--- src/sv/mrmc_pkg.sv ---
// Shared constants and types for the min/max-rejection mean combiner.
`timescale 1ns / 1ps
package mrmc_pkg;

    // Frames per pixel that the sorting chain holds, and the sample width.
    localparam int MAX_FRAMES  = 32;
    localparam int SAMPLE_BITS = 32;

    // Derived widths.
    localparam int CNT_W = $clog2(MAX_FRAMES + 1);   // holds 0..MAX_FRAMES
    localparam int IDX_W = $clog2(MAX_FRAMES);
    localparam int SUM_W = SAMPLE_BITS + IDX_W;      // sum of MAX_FRAMES samples
    localparam int TW    = CNT_W + 2;                // signed rank arithmetic
    localparam int DC_W  = $clog2(SUM_W + 1);        // divider step counter

    // Configuration register widths and indexes.
    localparam int NF_W      = 6;
    localparam int RJ_W      = 5;
    localparam int FP_W      = 25;
    localparam int POS_W     = 24;
    localparam int CFG_IDX_W = 2;
    localparam int MAX_FRAME_PIXELS = 16777216;

    localparam logic [CFG_IDX_W-1:0] REG_NUM_FRAMES   = 2'd0;
    localparam logic [CFG_IDX_W-1:0] REG_REJECT_LOW   = 2'd1;
    localparam logic [CFG_IDX_W-1:0] REG_REJECT_HIGH  = 2'd2;
    localparam logic [CFG_IDX_W-1:0] REG_FRAME_PIXELS = 2'd3;

    // Commands broadcast to every cell of the sorting chain.
    typedef struct packed {
        logic clear;    // drop all held values
        logic insert;   // insert the broadcast sample in sorted order
        logic shift;    // move every value one cell toward cell 0
    } t_cell_ctrl;

endpackage

--- src/sv/mrmc_cell.sv ---
// One cell of the insertion-sorting chain: holds one value of the current pixel.
`timescale 1ns / 1ps
module mrmc_cell (
    input  logic                                   i_clk,
    input  logic                                   i_rst_n,
    input  mrmc_pkg::t_cell_ctrl                   i_ctrl,
    input  logic signed [mrmc_pkg::SAMPLE_BITS-1:0] i_sample,
    input  logic signed [mrmc_pkg::SAMPLE_BITS-1:0] i_left_val,
    input  logic                                   i_left_valid,
    input  logic                                   i_left_gt,
    input  logic signed [mrmc_pkg::SAMPLE_BITS-1:0] i_right_val,
    input  logic                                   i_right_valid,
    output logic signed [mrmc_pkg::SAMPLE_BITS-1:0] o_val,
    output logic                                   o_valid,
    output logic                                   o_gt
);
    import mrmc_pkg::*;

    logic signed [SAMPLE_BITS-1:0] r_val;
    logic                          r_valid;
    logic                          w_take;

    // The chain stays ascending, so the cells holding values above the sample
    // form a contiguous tail; each of them hands its value one cell to the right.
    assign o_gt   = r_valid && (r_val > i_sample);
    // The sample lands in the first cell that is either above it or empty.
    assign w_take = o_gt || (!r_valid && i_left_valid);
    assign o_val  = r_val;
    assign o_valid = r_valid;

    always_ff @(posedge i_clk) begin
        if (!i_rst_n) begin
            r_valid <= 1'b0;
        end else if (i_ctrl.clear) begin
            r_valid <= 1'b0;
        end else if (i_ctrl.shift) begin
            r_valid <= i_right_valid;
        end else if (i_ctrl.insert && (i_left_gt || w_take)) begin
            r_valid <= 1'b1;
        end
    end

    always_ff @(posedge i_clk) begin
        if (i_ctrl.shift) begin
            r_val <= i_right_val;
        end else if (i_ctrl.insert) begin
            if (i_left_gt) begin
                r_val <= i_left_val;
            end else if (w_take) begin
                r_val <= i_sample;
            end
        end
    end

endmodule

--- src/sv/mrmc_div.sv ---
// Restoring divider, one quotient bit per cycle, truncating toward zero.
`timescale 1ns / 1ps
module mrmc_div (
    input  logic                                    i_clk,
    input  logic                                    i_rst_n,
    input  logic                                    i_start,
    input  logic signed [mrmc_pkg::SUM_W-1:0]       i_dividend,
    input  logic [mrmc_pkg::CNT_W-1:0]              i_divisor,
    output logic                                    o_busy,
    output logic signed [mrmc_pkg::SAMPLE_BITS-1:0] o_quot
);
    import mrmc_pkg::*;

    logic                   r_busy;
    logic [DC_W-1:0]        r_cnt;
    logic [SUM_W-1:0]       r_q;
    logic [CNT_W-1:0]       r_rem;
    logic [CNT_W-1:0]       r_den;
    logic                   r_neg;
    logic [CNT_W:0]         w_trial;
    logic                   w_fit;
    logic [SAMPLE_BITS-1:0] w_mag;

    // The dividend's magnitude is taken as unsigned, so the most negative sum
    // still has a correct magnitude.
    assign w_trial = {r_rem, r_q[SUM_W-1]};
    assign w_fit   = w_trial >= {1'b0, r_den};
    assign w_mag   = r_q[SAMPLE_BITS-1:0];
    assign o_quot  = r_neg ? -w_mag : w_mag;
    assign o_busy  = r_busy;

    always_ff @(posedge i_clk) begin
        if (!i_rst_n) begin
            r_busy <= 1'b0;
            r_cnt  <= '0;
        end else if (i_start) begin
            r_busy <= 1'b1;
            r_cnt  <= '0;
        end else if (r_busy) begin
            r_cnt <= r_cnt + DC_W'(1);
            if (r_cnt == DC_W'(SUM_W - 1)) begin
                r_busy <= 1'b0;
            end
        end
    end

    always_ff @(posedge i_clk) begin
        if (i_start) begin
            r_neg <= i_dividend[SUM_W-1];
            r_q   <= i_dividend[SUM_W-1] ? -i_dividend : i_dividend;
            r_rem <= '0;
            r_den <= i_divisor;
        end else if (r_busy) begin
            r_q <= {r_q[SUM_W-2:0], w_fit};
            if (w_fit) begin
                r_rem <= CNT_W'(w_trial - {1'b0, r_den});
            end else begin
                r_rem <= w_trial[CNT_W-1:0];
            end
        end
    end

endmodule

--- src/sv/minmax_reject_mean_combine_unit.sv ---
// Top level: trimmed-mean frame combiner built on a chain of sorting cells.
`timescale 1ns / 1ps
// Per pixel: the sample beats are taken, the chain is drained through the adder, the
//   divider runs (skipped when every value is rejected) and the result is handed off.
//   The next pixel's beats are taken only once the result is in the output register.
// Reset (synchronous, active low) restores the register defaults, empties the chain
//   and restarts at pixel 0 of a frame.
module minmax_reject_mean_combine_unit (
    input  logic                                  i_clk,
    input  logic                                  i_rst_n,
    // Configuration write port.
    input  logic                                  i_cfg_we,
    input  logic [mrmc_pkg::CFG_IDX_W-1:0]        i_cfg_index,
    input  logic [mrmc_pkg::FP_W-1:0]             i_cfg_data,
    // Sample stream. tdata: [31:0] sample.
    input  logic                                  i_s_axis_tvalid,
    output logic                                  o_s_axis_tready,
    input  logic [mrmc_pkg::SAMPLE_BITS-1:0]      i_s_axis_tdata,
    // Result stream. tdata: [31:0] mean. tuser: [0] no_kept_error.
    // tlast: frame_end.
    output logic                                  o_m_axis_tvalid,
    input  logic                                  i_m_axis_tready,
    output logic [mrmc_pkg::SAMPLE_BITS-1:0]      o_m_axis_tdata,
    output logic                                  o_m_axis_tuser,
    output logic                                  o_m_axis_tlast
);
    import mrmc_pkg::*;

    typedef enum logic [3:0] {
        S_COLLECT = 4'b0001,   // taking sample beats into the chain
        S_DRAIN   = 4'b0010,   // shifting sorted values out through the adder
        S_DIV     = 4'b0100,   // waiting for the divider
        S_DONE    = 4'b1000    // result ready, waiting for the output register
    } t_state;

    // Configuration.
    logic [NF_W-1:0]  r_num_frames;
    logic [RJ_W-1:0]  r_rej_low;
    logic [RJ_W-1:0]  r_rej_high;
    logic [FP_W-1:0]  r_frame_pixels;

    // Control.
    t_state           r_state;
    logic [CNT_W-1:0] r_count;
    logic [CNT_W-1:0] r_rank;
    logic [POS_W-1:0] r_pix_pos;
    logic             r_err;
    logic signed [SUM_W-1:0] r_acc;

    // Output register.
    logic                   r_out_valid;
    logic [SAMPLE_BITS-1:0] r_out_mean;
    logic                   r_out_err;
    logic                   r_out_fend;

    logic [CNT_W-1:0]  w_frames;
    logic [FP_W-1:0]   w_pixels;
    logic              w_s_accept;
    logic              w_last_sample;
    logic              w_restart;
    logic              w_rank_in;
    logic              w_drain_end;
    logic signed [TW-1:0]    w_kept;
    logic              w_no_kept;
    logic signed [SUM_W-1:0] w_addend;
    logic signed [SUM_W-1:0] w_acc_next;
    logic              w_div_start;
    logic              w_div_busy;
    logic signed [SAMPLE_BITS-1:0] w_quot;
    logic              w_out_free;
    logic              w_fend;
    t_cell_ctrl        w_ctrl;

    logic signed [SAMPLE_BITS-1:0] w_val   [MAX_FRAMES];
    logic [MAX_FRAMES-1:0]         w_valid;
    logic [MAX_FRAMES-1:0]         w_gt;

    // Register values outside their range act as the nearest legal value.
    always_comb begin
        if (r_num_frames == '0) begin
            w_frames = CNT_W'(1);
        end else if (int'(r_num_frames) > MAX_FRAMES) begin
            w_frames = CNT_W'(MAX_FRAMES);
        end else begin
            w_frames = CNT_W'(r_num_frames);
        end
    end

    always_comb begin
        if (r_frame_pixels == '0) begin
            w_pixels = FP_W'(1);
        end else if (r_frame_pixels > FP_W'(MAX_FRAME_PIXELS)) begin
            w_pixels = FP_W'(MAX_FRAME_PIXELS);
        end else begin
            w_pixels = r_frame_pixels;
        end
    end

    assign o_s_axis_tready = (r_state == S_COLLECT);
    assign w_s_accept      = i_s_axis_tvalid && o_s_axis_tready;
    assign w_last_sample   = (r_count + CNT_W'(1)) == w_frames;

    // Changing the frame count or frame size empties the chain; while collecting it also
    // drops the partial pixel and restarts at the first pixel of a frame.
    assign w_restart = i_cfg_we &&
                       (i_cfg_index == REG_NUM_FRAMES || i_cfg_index == REG_FRAME_PIXELS);

    assign w_ctrl.clear  = w_restart;
    assign w_ctrl.insert = w_s_accept;
    assign w_ctrl.shift  = (r_state == S_DRAIN);

    // The sorting chain. Cell 0 holds the smallest value; during the drain
    // every value moves one cell toward cell 0 each cycle, so cell 0 presents
    // the sorted values in ascending order, one per cycle.
    generate
        for (genvar g = 0; g < MAX_FRAMES; g++) begin : g_cell
            logic signed [SAMPLE_BITS-1:0] w_lval;
            logic signed [SAMPLE_BITS-1:0] w_rval;
            logic                          w_lvalid;
            logic                          w_lgt;
            logic                          w_rvalid;

            if (g == 0) begin : g_head
                assign w_lval   = '0;
                assign w_lvalid = 1'b1;
                assign w_lgt    = 1'b0;
            end else begin : g_body
                assign w_lval   = w_val[g-1];
                assign w_lvalid = w_valid[g-1];
                assign w_lgt    = w_gt[g-1];
            end

            if (g == MAX_FRAMES - 1) begin : g_tail
                assign w_rval   = '0;
                assign w_rvalid = 1'b0;
            end else begin : g_inner
                assign w_rval   = w_val[g+1];
                assign w_rvalid = w_valid[g+1];
            end

            mrmc_cell u_cell (
                .i_clk         (i_clk),
                .i_rst_n       (i_rst_n),
                .i_ctrl        (w_ctrl),
                .i_sample      (i_s_axis_tdata),
                .i_left_val    (w_lval),
                .i_left_valid  (w_lvalid),
                .i_left_gt     (w_lgt),
                .i_right_val   (w_rval),
                .i_right_valid (w_rvalid),
                .o_val         (w_val[g]),
                .o_valid       (w_valid[g]),
                .o_gt          (w_gt[g])
            );
        end
    endgenerate

    // Kept count and the window of ranks that enter the sum.
    assign w_kept    = TW'(w_frames) - TW'(r_rej_low) - TW'(r_rej_high);
    assign w_no_kept = w_kept[TW-1] || (w_kept == '0);
    assign w_rank_in = (TW'(r_rank) >= TW'(r_rej_low)) &&
                       ((TW'(r_rank) + TW'(r_rej_high)) < TW'(w_frames));

    assign w_addend    = w_rank_in ? {{IDX_W{w_val[0][SAMPLE_BITS-1]}}, w_val[0]} : '0;
    assign w_acc_next  = r_acc + w_addend;
    assign w_drain_end = (r_state == S_DRAIN) && (r_rank + CNT_W'(1) == w_frames);
    assign w_div_start = w_drain_end && !w_no_kept;

    mrmc_div u_div (
        .i_clk      (i_clk),
        .i_rst_n    (i_rst_n),
        .i_start    (w_div_start),
        .i_dividend (w_acc_next),
        .i_divisor  (w_kept[CNT_W-1:0]),
        .o_busy     (w_div_busy),
        .o_quot     (w_quot)
    );

    assign w_out_free = !r_out_valid || i_m_axis_tready;
    assign w_fend     = ({1'b0, r_pix_pos} + FP_W'(1)) >= w_pixels;

    // Configuration registers.
    always_ff @(posedge i_clk) begin
        if (!i_rst_n) begin
            r_num_frames   <= NF_W'(1);
            r_rej_low      <= '0;
            r_rej_high     <= '0;
            r_frame_pixels <= FP_W'(1);
        end else if (i_cfg_we) begin
            case (i_cfg_index)
                REG_NUM_FRAMES:   r_num_frames   <= i_cfg_data[NF_W-1:0];
                REG_REJECT_LOW:   r_rej_low      <= i_cfg_data[RJ_W-1:0];
                REG_REJECT_HIGH:  r_rej_high     <= i_cfg_data[RJ_W-1:0];
                REG_FRAME_PIXELS: r_frame_pixels <= i_cfg_data;
                default:          ;
            endcase
        end
    end

    // Sequencer for one pixel: collect, drain and sum, divide (skipped when no value is kept), hand off.
    always_ff @(posedge i_clk) begin
        if (!i_rst_n) begin
            r_state   <= S_COLLECT;
            r_count   <= '0;
            r_rank    <= '0;
            r_pix_pos <= '0;
            r_err     <= 1'b0;
        end else begin
            case (r_state)
                S_COLLECT: begin
                    if (w_restart) begin
                        r_count   <= '0;
                        r_pix_pos <= '0;
                    end else if (w_s_accept) begin
                        if (w_last_sample) begin
                            r_count <= '0;
                            r_rank  <= '0;
                            r_state <= S_DRAIN;
                        end else begin
                            r_count <= r_count + CNT_W'(1);
                        end
                    end
                end
                S_DRAIN: begin
                    r_rank <= r_rank + CNT_W'(1);
                    if (w_drain_end) begin
                        r_err   <= w_no_kept;
                        r_state <= w_no_kept ? S_DONE : S_DIV;
                    end
                end
                S_DIV: begin
                    if (!w_div_busy) begin
                        r_state <= S_DONE;
                    end
                end
                S_DONE: begin
                    if (w_out_free) begin
                        r_pix_pos <= w_fend ? '0 : r_pix_pos + POS_W'(1);
                        r_state   <= S_COLLECT;
                    end
                end
                default: r_state <= S_COLLECT;
            endcase
        end
    end

    // Running sum of the kept ranks.
    always_ff @(posedge i_clk) begin
        if (w_s_accept && w_last_sample) begin
            r_acc <= '0;
        end else if (r_state == S_DRAIN) begin
            r_acc <= w_acc_next;
        end
    end

    // Output register: the next pixel's beats are taken while a result waits.
    always_ff @(posedge i_clk) begin
        if (!i_rst_n) begin
            r_out_valid <= 1'b0;
        end else if (r_state == S_DONE && w_out_free) begin
            r_out_valid <= 1'b1;
        end else if (i_m_axis_tready) begin
            r_out_valid <= 1'b0;
        end
    end

    always_ff @(posedge i_clk) begin
        if (r_state == S_DONE && w_out_free) begin
            r_out_mean <= r_err ? '0 : w_quot;
            r_out_err  <= r_err;
            r_out_fend <= w_fend;
        end
    end

    assign o_m_axis_tvalid = r_out_valid;
    assign o_m_axis_tdata  = r_out_mean;
    assign o_m_axis_tuser  = r_out_err;
    assign o_m_axis_tlast  = r_out_fend;

`ifndef NO_ASSERTIONS
    // The chain holds exactly as many values as beats taken for this pixel.
    a_chain_fill: assert property (@(posedge i_clk) disable iff (!i_rst_n)
        (r_state == S_COLLECT) |-> ($countones(w_valid) == int'(r_count)))
        else $error("sorting chain fill does not match the beat count");

    // The last beat of a pixel starts the drain.
    a_drain_start: assert property (@(posedge i_clk) disable iff (!i_rst_n)
        (w_s_accept && w_last_sample && !w_restart) |=> (r_state == S_DRAIN))
        else $error("drain did not start after the last beat of a pixel");

    // The divider runs only while the sequencer waits for it.
    a_div_owned: assert property (@(posedge i_clk) disable iff (!i_rst_n)
        (r_state != S_DIV) |-> !w_div_busy)
        else $error("divider busy outside the divide step");

    // The chain is empty once a pixel has drained.
    a_drained: assert property (@(posedge i_clk) disable iff (!i_rst_n)
        (r_state == S_DIV || r_state == S_DONE) |-> (w_valid == '0))
        else $error("values left in the chain after the drain");
`endif

endmodule
--- config.mk ---
export PLATFORM = sky130hd
export DESIGN_NAME = minmax_reject_mean_combine_unit
export DESIGN_NICKNAME = d
export VERILOG_FILES = /design/src/sv/mrmc_pkg.sv /design/src/sv/mrmc_cell.sv /design/src/sv/mrmc_div.sv /design/src/sv/minmax_reject_mean_combine_unit.sv
export SDC_FILE = /design/constraint.sdc
export NUM_CORES = 2
export LEC_CHECK = 0
export BUFFER_PORTS_ARGS = -buffer_cell sky130_fd_sc_hd__buf_4
export CORE_UTILIZATION = 40
export DETAILED_ROUTE_END_ITERATION = 7
export SLEW_MARGIN = 25
export SYNTH_ARGS = -nofsm -noshare
export SYNTH_HDL_FRONTEND = slang
export SYNTH_SLANG_ARGS = --single-unit
--- constraint.sdc ---
create_clock -name i_clk -period 10.53 [get_ports i_clk]
set_clock_uncertainty 0.2 [all_clocks]
set_input_delay 2.106 -clock i_clk [delete_from_list [all_inputs] [get_ports i_clk]]
set_output_delay 2.106 -clock i_clk [all_outputs]
set_load 0.02 [all_outputs]
; Yosys cells after proc, flatten, opt, wreduce, memory -nomap -nowiden
; Cells that the tools add are included.
[totals]
reg_bits = 1267
in_bits = 64
output_inout_bits = 36
word_cells = 692
[classes]
add_sub_neg = 12
order_cmp = 38
eq_ne = 17
n_mux = 221
bitwise_logic = 1
reduce_logical = 319
[op_table]
columns = op, count
row1 = $mux 32, 126
row2 = $gt 32x32->1, 32
row3 = $mux 37, 4
row4 = $logic_and 1x1->1, 102
row5 = $reduce_bool 3->1, 30
row6 = $reduce_bool 2->1, 39
row7 = $reduce_and 2->1, 38
row8 = $mux 24, 3
row9 = $mux 1, 67
row10 = $logic_or 1x1->1, 66
row11 = $mux 6, 9
row12 = $mux 25, 2
row13 = $pmux 24 s2, 1
row14 = $add 37x37->37, 1
row15 = $neg 37->37, 1
row16 = $logic_not 1->1, 34
row17 = $neg 32->32, 1
row18 = $mux 4, 7
row19 = $add 24x1->25 const B, 1
row20 = $ge 25x25->1, 1
row21 = $gt 25x25->1 const B, 1
row22 = $logic_not 25->1, 1
row23 = $add 24x1->24 const B, 1
row24 = $add 6x1->6 const B, 3
row25 = other kinds (29), 37

; Depth between registers and ports, before layout
[logic_depth]
word_depth = 10
depth_mapped = 28

; Hierarchy
; Synthesis repeated with hierarchy kept, for this count alone.
[hier_totals]
hier_cells = 10237
hier_area_um2 = 94350.5
[by_module_without_submodules]
columns = mod, n_inst, cells_per_inst, area_per_inst_um2, seq_area_each_um2
row1 = mrmc_cell, 32, 267, 2501.1, 980.9
row2 = minmax_reject_mean_combine_unit, 1, 1255, 10343.7, 3423.3
row3 = mrmc_div, 1, 438, 3970.1, 1581.5

; Least setup slack after synthesis
; OpenSTA, ideal clock, no wires.
[synth_timing]
kind = input to register
startpoint = input i_s_axis_tdata[31] in the netlist's numbering
endpoint = register g_cell[22].u_cell.r_val[0], enable pin
arrival_time_ps = 7877
required_time_ps = 9864
path_slack_ps = 1987
path_stages = 14
n_path_buf = 2
path_cell_list = clkbuf_1 > inv_1 > ha_1 > nand4_1 > nor2_1 > nand2_1 > or3_1 > or3_1 > o211ai_1 > xor2_1 > nor2_1 > clkbuf_1 > nor3_1 > o21ai_0
[synth_between]
elab_chain_len = 5
[synth_rtl]
columns = item, line
row1 = start: declaration, minmax_reject_mean_combine_unit.sv:18  ; input logic [mrmc_pkg::SAMPLE_BITS-1:0] i_s_axis_tdata,
row2 = $gt 32x32->1, mrmc_cell.sv:25  ; assign o_gt = r_valid && (r_val > i_sample);
row3 = $logic_and 1x1->1, mrmc_cell.sv:25
row4 = $logic_or 1x1->1, mrmc_cell.sv:27  ; assign w_take = o_gt || (!r_valid && i_left_valid);
row5 = $reduce_bool 3->1 (no source line) *, --
row6 = $reduce_and 2->1 (no source line) *, --
row7 = end signal: assignment, mrmc_cell.sv:45  ; r_val <= i_right_val;
row8 = end signal: assignment, mrmc_cell.sv:48  ; r_val <= i_left_val;
row9 = end signal: assignment, mrmc_cell.sv:50  ; r_val <= i_sample;
row10 = end: declaration, mrmc_cell.sv:19  ; logic signed [SAMPLE_BITS-1:0] r_val;
; Mark *: on every way between the ends. The rest lies on a longest branch, timed or not.
; A chain may end at the register's enable or synchronous reset.

; Worst setup path after layout
[layout_timing]
startpoint = input i_s_axis_tdata[11] in the netlist's numbering
endpoint = register g_cell[2].u_cell.r_val[23], enable pin
[layout_between]
elab_chain_len = 5
[layout_rtl]
columns = item, line
row1 = $gt 32x32->1, mrmc_cell.sv:25
row2 = $logic_and 1x1->1, mrmc_cell.sv:25
row3 = $logic_or 1x1->1, mrmc_cell.sv:27
row4 = $reduce_bool 3->1 (no source line) *, --
row5 = $reduce_and 2->1 (no source line) *, --
row6 = end signal: assignment, mrmc_cell.sv:45
row7 = end signal: assignment, mrmc_cell.sv:48
row8 = end signal: assignment, mrmc_cell.sv:50
row9 = end: declaration, mrmc_cell.sv:19
; Marked as above.

==> flow_summary.ini <==
[drt]
antenna_left = 0
drt_wl_total_um = 312000
firstDrtPassIters = 8
drc = 0
viasPerCell = 6.19
vias = 75200
avgRoutedWirePerCell_um = 25.7
first_iter_violations = 8110

[place]
dpl.cell_count = 11900
gp_congestion = 0.953
place_area_sq_um = 93500
io_buffers = 99
dp_hpwl_um = 226000

[clock_network]
cts.sinks = 1267
post_cts_resized = 0
postCtsHoldBufs = 0
cts_buffers = 154
cts_tree = built
clock_latency_ns = 0.82
clkTransAtPathRegs_ns = 0.05
cts_setup_buffers = 0
root_buffer = clkbuf_16
clockBufferDepth = 3
htreeDepth = 4

[floorplanning]
rows = 172
die_h_um = 474
die_w_um = 474
core_area_sq_um = 221000
start_util = 0.404
pin_count = 100
die_area_sq_um = 225000

[grt]
grt_max_degree = 224
track_usage = 0.271
grt_pass1_wl_um = 466000
antenna_found_initial = 14
grt-ovfl-total = 0
grt_pass1_vias = 72900

[synthesis]
yosys-top-cells-count = nand2_1, ha_1, edfxtp_1
synth_top_area_frac = 0.360
ys_top_cells_by_area = edfxtp_1, ha_1, mux2i_1
ys_async_sr_fraction = 0
yosysSeqAreaShare = 0.405
ys_ff_latch = 1267
yosysTopAreaCell = edfxtp_1
synth_top_family_by_area = compound AO/OA/AOI/OAI gates
synth_ff_type = edfxtp_1
netlist_instances = 9200
synth-simple-area-share = 0.152
synth_compound_area_frac = 0.168
synth_edf_count = 1070
synthDistinctLibCells = 92
synthXorXnorAreaFrac = 0.0154
syn_nets = 10400
syn_area_sq_um = 89100
synth_warnings = 0
avgSynthCellArea_sq_um = 9.69
synth_most_common_cell = nand2_1
post_synth_mux_area_share = 0.0688
synthAdderAreaFrac = 0.159

[worst_setup_path]
crit_type = in -> reg
max_stage_delay_ns = 0.94
cp_top_family = compound AO/OA/AOI/OAI gates
critical_path.endpoint_type = flip-flop
worstPathArrival_ns = 7.78
cp-start-kind = input port
critPathMaxFanout = 29
cp.required_ns = 10.80
crit_chain = buf_4 > clkinv_1 > buf_4 > ha_1 > and3_1 > nand3_1 > nor3_1 > o21ai_0 > o2111ai_1 > a221oi_1 > o221ai_1 > xnor2_1 > nand3_2 > a41oi_4 > buf_4
crit_path_frequent_cell = buf_4
path_buf_inv = 4
crit_slowest_cell = a41oi_4

[job]
drv_cap = 0

[power_and_ir_drop]
p_per_area_nw_per_um2 = 190
max-vdd-ir-drop_mv = 0.188
p_leak_nw = 38.7

[sta]
fmax_ghz = 0.133
fin_tns_setup_ns = 0
rsz0062_at_grt = false
fin_crit_sh = 0.713
finalSetupViolCount = 0
tightest_slew_ns = 1.15
fin_hold_ws_ns = 0.261
relSlewSlack = 0.234
drv_slew = 0
period_needed_ns = 7.50
hold_viol = 0

[finish]
nets = 10200
fillers = 20900
fin_area_sq_um = 98500
stdcell_count = 12100
area_growth_pct = 10.5
drive_gt1_frac = 0.0679

[run_status]
status = finished, final reports clean

[min_path]
hp-class = reg -> reg
[layer usage]
metal  wire length [um]  track usage  vias up  part of all wire
li1                   -            -    34300                 -
met1             137000        0.381    37000              0.44
met2             136000        0.415     3331              0.44
met3              29400       0.0576      512             0.094
met4               9380       0.0833       12             0.030
met5                 83            0        -           0.00027
[power by group]
group	internal, mW	switching, mW	leakage [nW]
registers	6.57	0.803	11.3
clock network	3.13	2.26	2.40
logic	2.11	3.82	25.0
[registers in the layout, summed over array words and instances, names as in the netlist, 24 cells and up]
register / count
r_pix_pos: 24
r_acc: 37
g_cell.u_cell.o_valid: 32
o_m_axis_tdata: 32
u_div.r_q: 37
g_cell.u_cell.o_val: 1024
r_frame_pixels: 25
[metrics by stage]
| stage | setup WS, ns | util | power [mW] |
|---|---|---|---|
| 2_1_floorplan | 1.99 | - | 11.1 |
| 3_3_place_gp | 2.34 | 0.422 | 13.0 |
| 3_5_place_dp | 2.39 | 0.424 | 13.3 |
| 4_1_cts | 3.24 | 0.446 | 18.6 |
| 5_1_grt | 2.70 | 0.447 | 19.6 |
| 6_report | 3.03 | 0.447 | 18.7 |
[cell families (layout without fill, tap and decap cells)]
| group | Yosys count | count (layout) |
|---|---|---|
| AND/OR/NAND/NOR | 2931 | 2931 |
| flip-flops | 1267 | 1267 |
| AO/OA/AOI/OAI | 2370 | 2370 |
| XOR/XNOR | 157 | 157 |
| other | 0 | 10 |
| adder cells (fa/ha/maj) | 1133 | 1133 |
| buffers and inverters | 730 | 705 |
| multiplexers | 612 | 612 |
[cell usage in the layout (no fill, tap or decap), types with 18 or more instances in the layout]
cell,instances
inv_1,133
o21a_1,51
clkinv_1,33
a211oi_1,61
edfxtp_1,1070
xor2_1,79
nand2b_1,61
and3_1,33
a21oi_1,396
nand3_1,484
nand2_1,1445
o211ai_1,401
xnor2_1,78
o21ai_0,786
mux2i_1,604
o221ai_1,29
nand4_1,221
a21boi_0,49
a22oi_1,18
clkbuf_1,49
nor4_1,25
dfxtp_1,196
clkbuf_16,162
nor2_1,239
a21o_1,341
a31oi_1,22
o21ai_1,18
ha_1,1127
o31ai_1,28
and2_1,51
buf_4,246
a221oi_1,18
or3_1,40
nor2b_1,130
nor3_1,92
[worst reg2reg max path, delay by kind of cell (launching register included)]
| kind | cells | cell delay, ns |
|---|---|---|
| AND/OR/NAND/NOR | 7 | 2.21 |
| AO/OA/AOI/OAI | 8 | 1.75 |
| adder cells (fa/ha/maj) | 5 | 1.45 |
| XOR/XNOR | 3 | 0.60 |
| buffers and inverters | 4 | 0.46 |
| flip-flops | 1 | 0.39 |
[area by class of cell]
type | instances | area (sq um) | area share
Antenna cell | 10 | 25.0 | 0.000254
Clock buffer | 218 | 4330 | 0.0440
Inverter | 158 | 593 | 0.00602
Tap cell | 2958 | 3700 | 0.0376
Multi-Input combinational cell | 7203 | 50800 | 0.515
Timing Repair Buffer | 269 | 2410 | 0.0245
Clock inverter | 60 | 593 | 0.00602
Sequential cell | 1267 | 36100 | 0.366
[final timing paths]
check / start / endpoint / slack, ns / cells past startpoint
max reg2reg: r_rank[0] / u_div.r_q[29] / 3.18 / 27
min reg2reg: r_acc[14] / r_acc[14] / 0.26 / 2
max: i_s_axis_tdata[11] / g_cell[2].u_cell.o_val[23] / 3.03 / 15
min: r_acc[14] / r_acc[14] / 0.26 / 2
(Power assumes the default switching activity.)
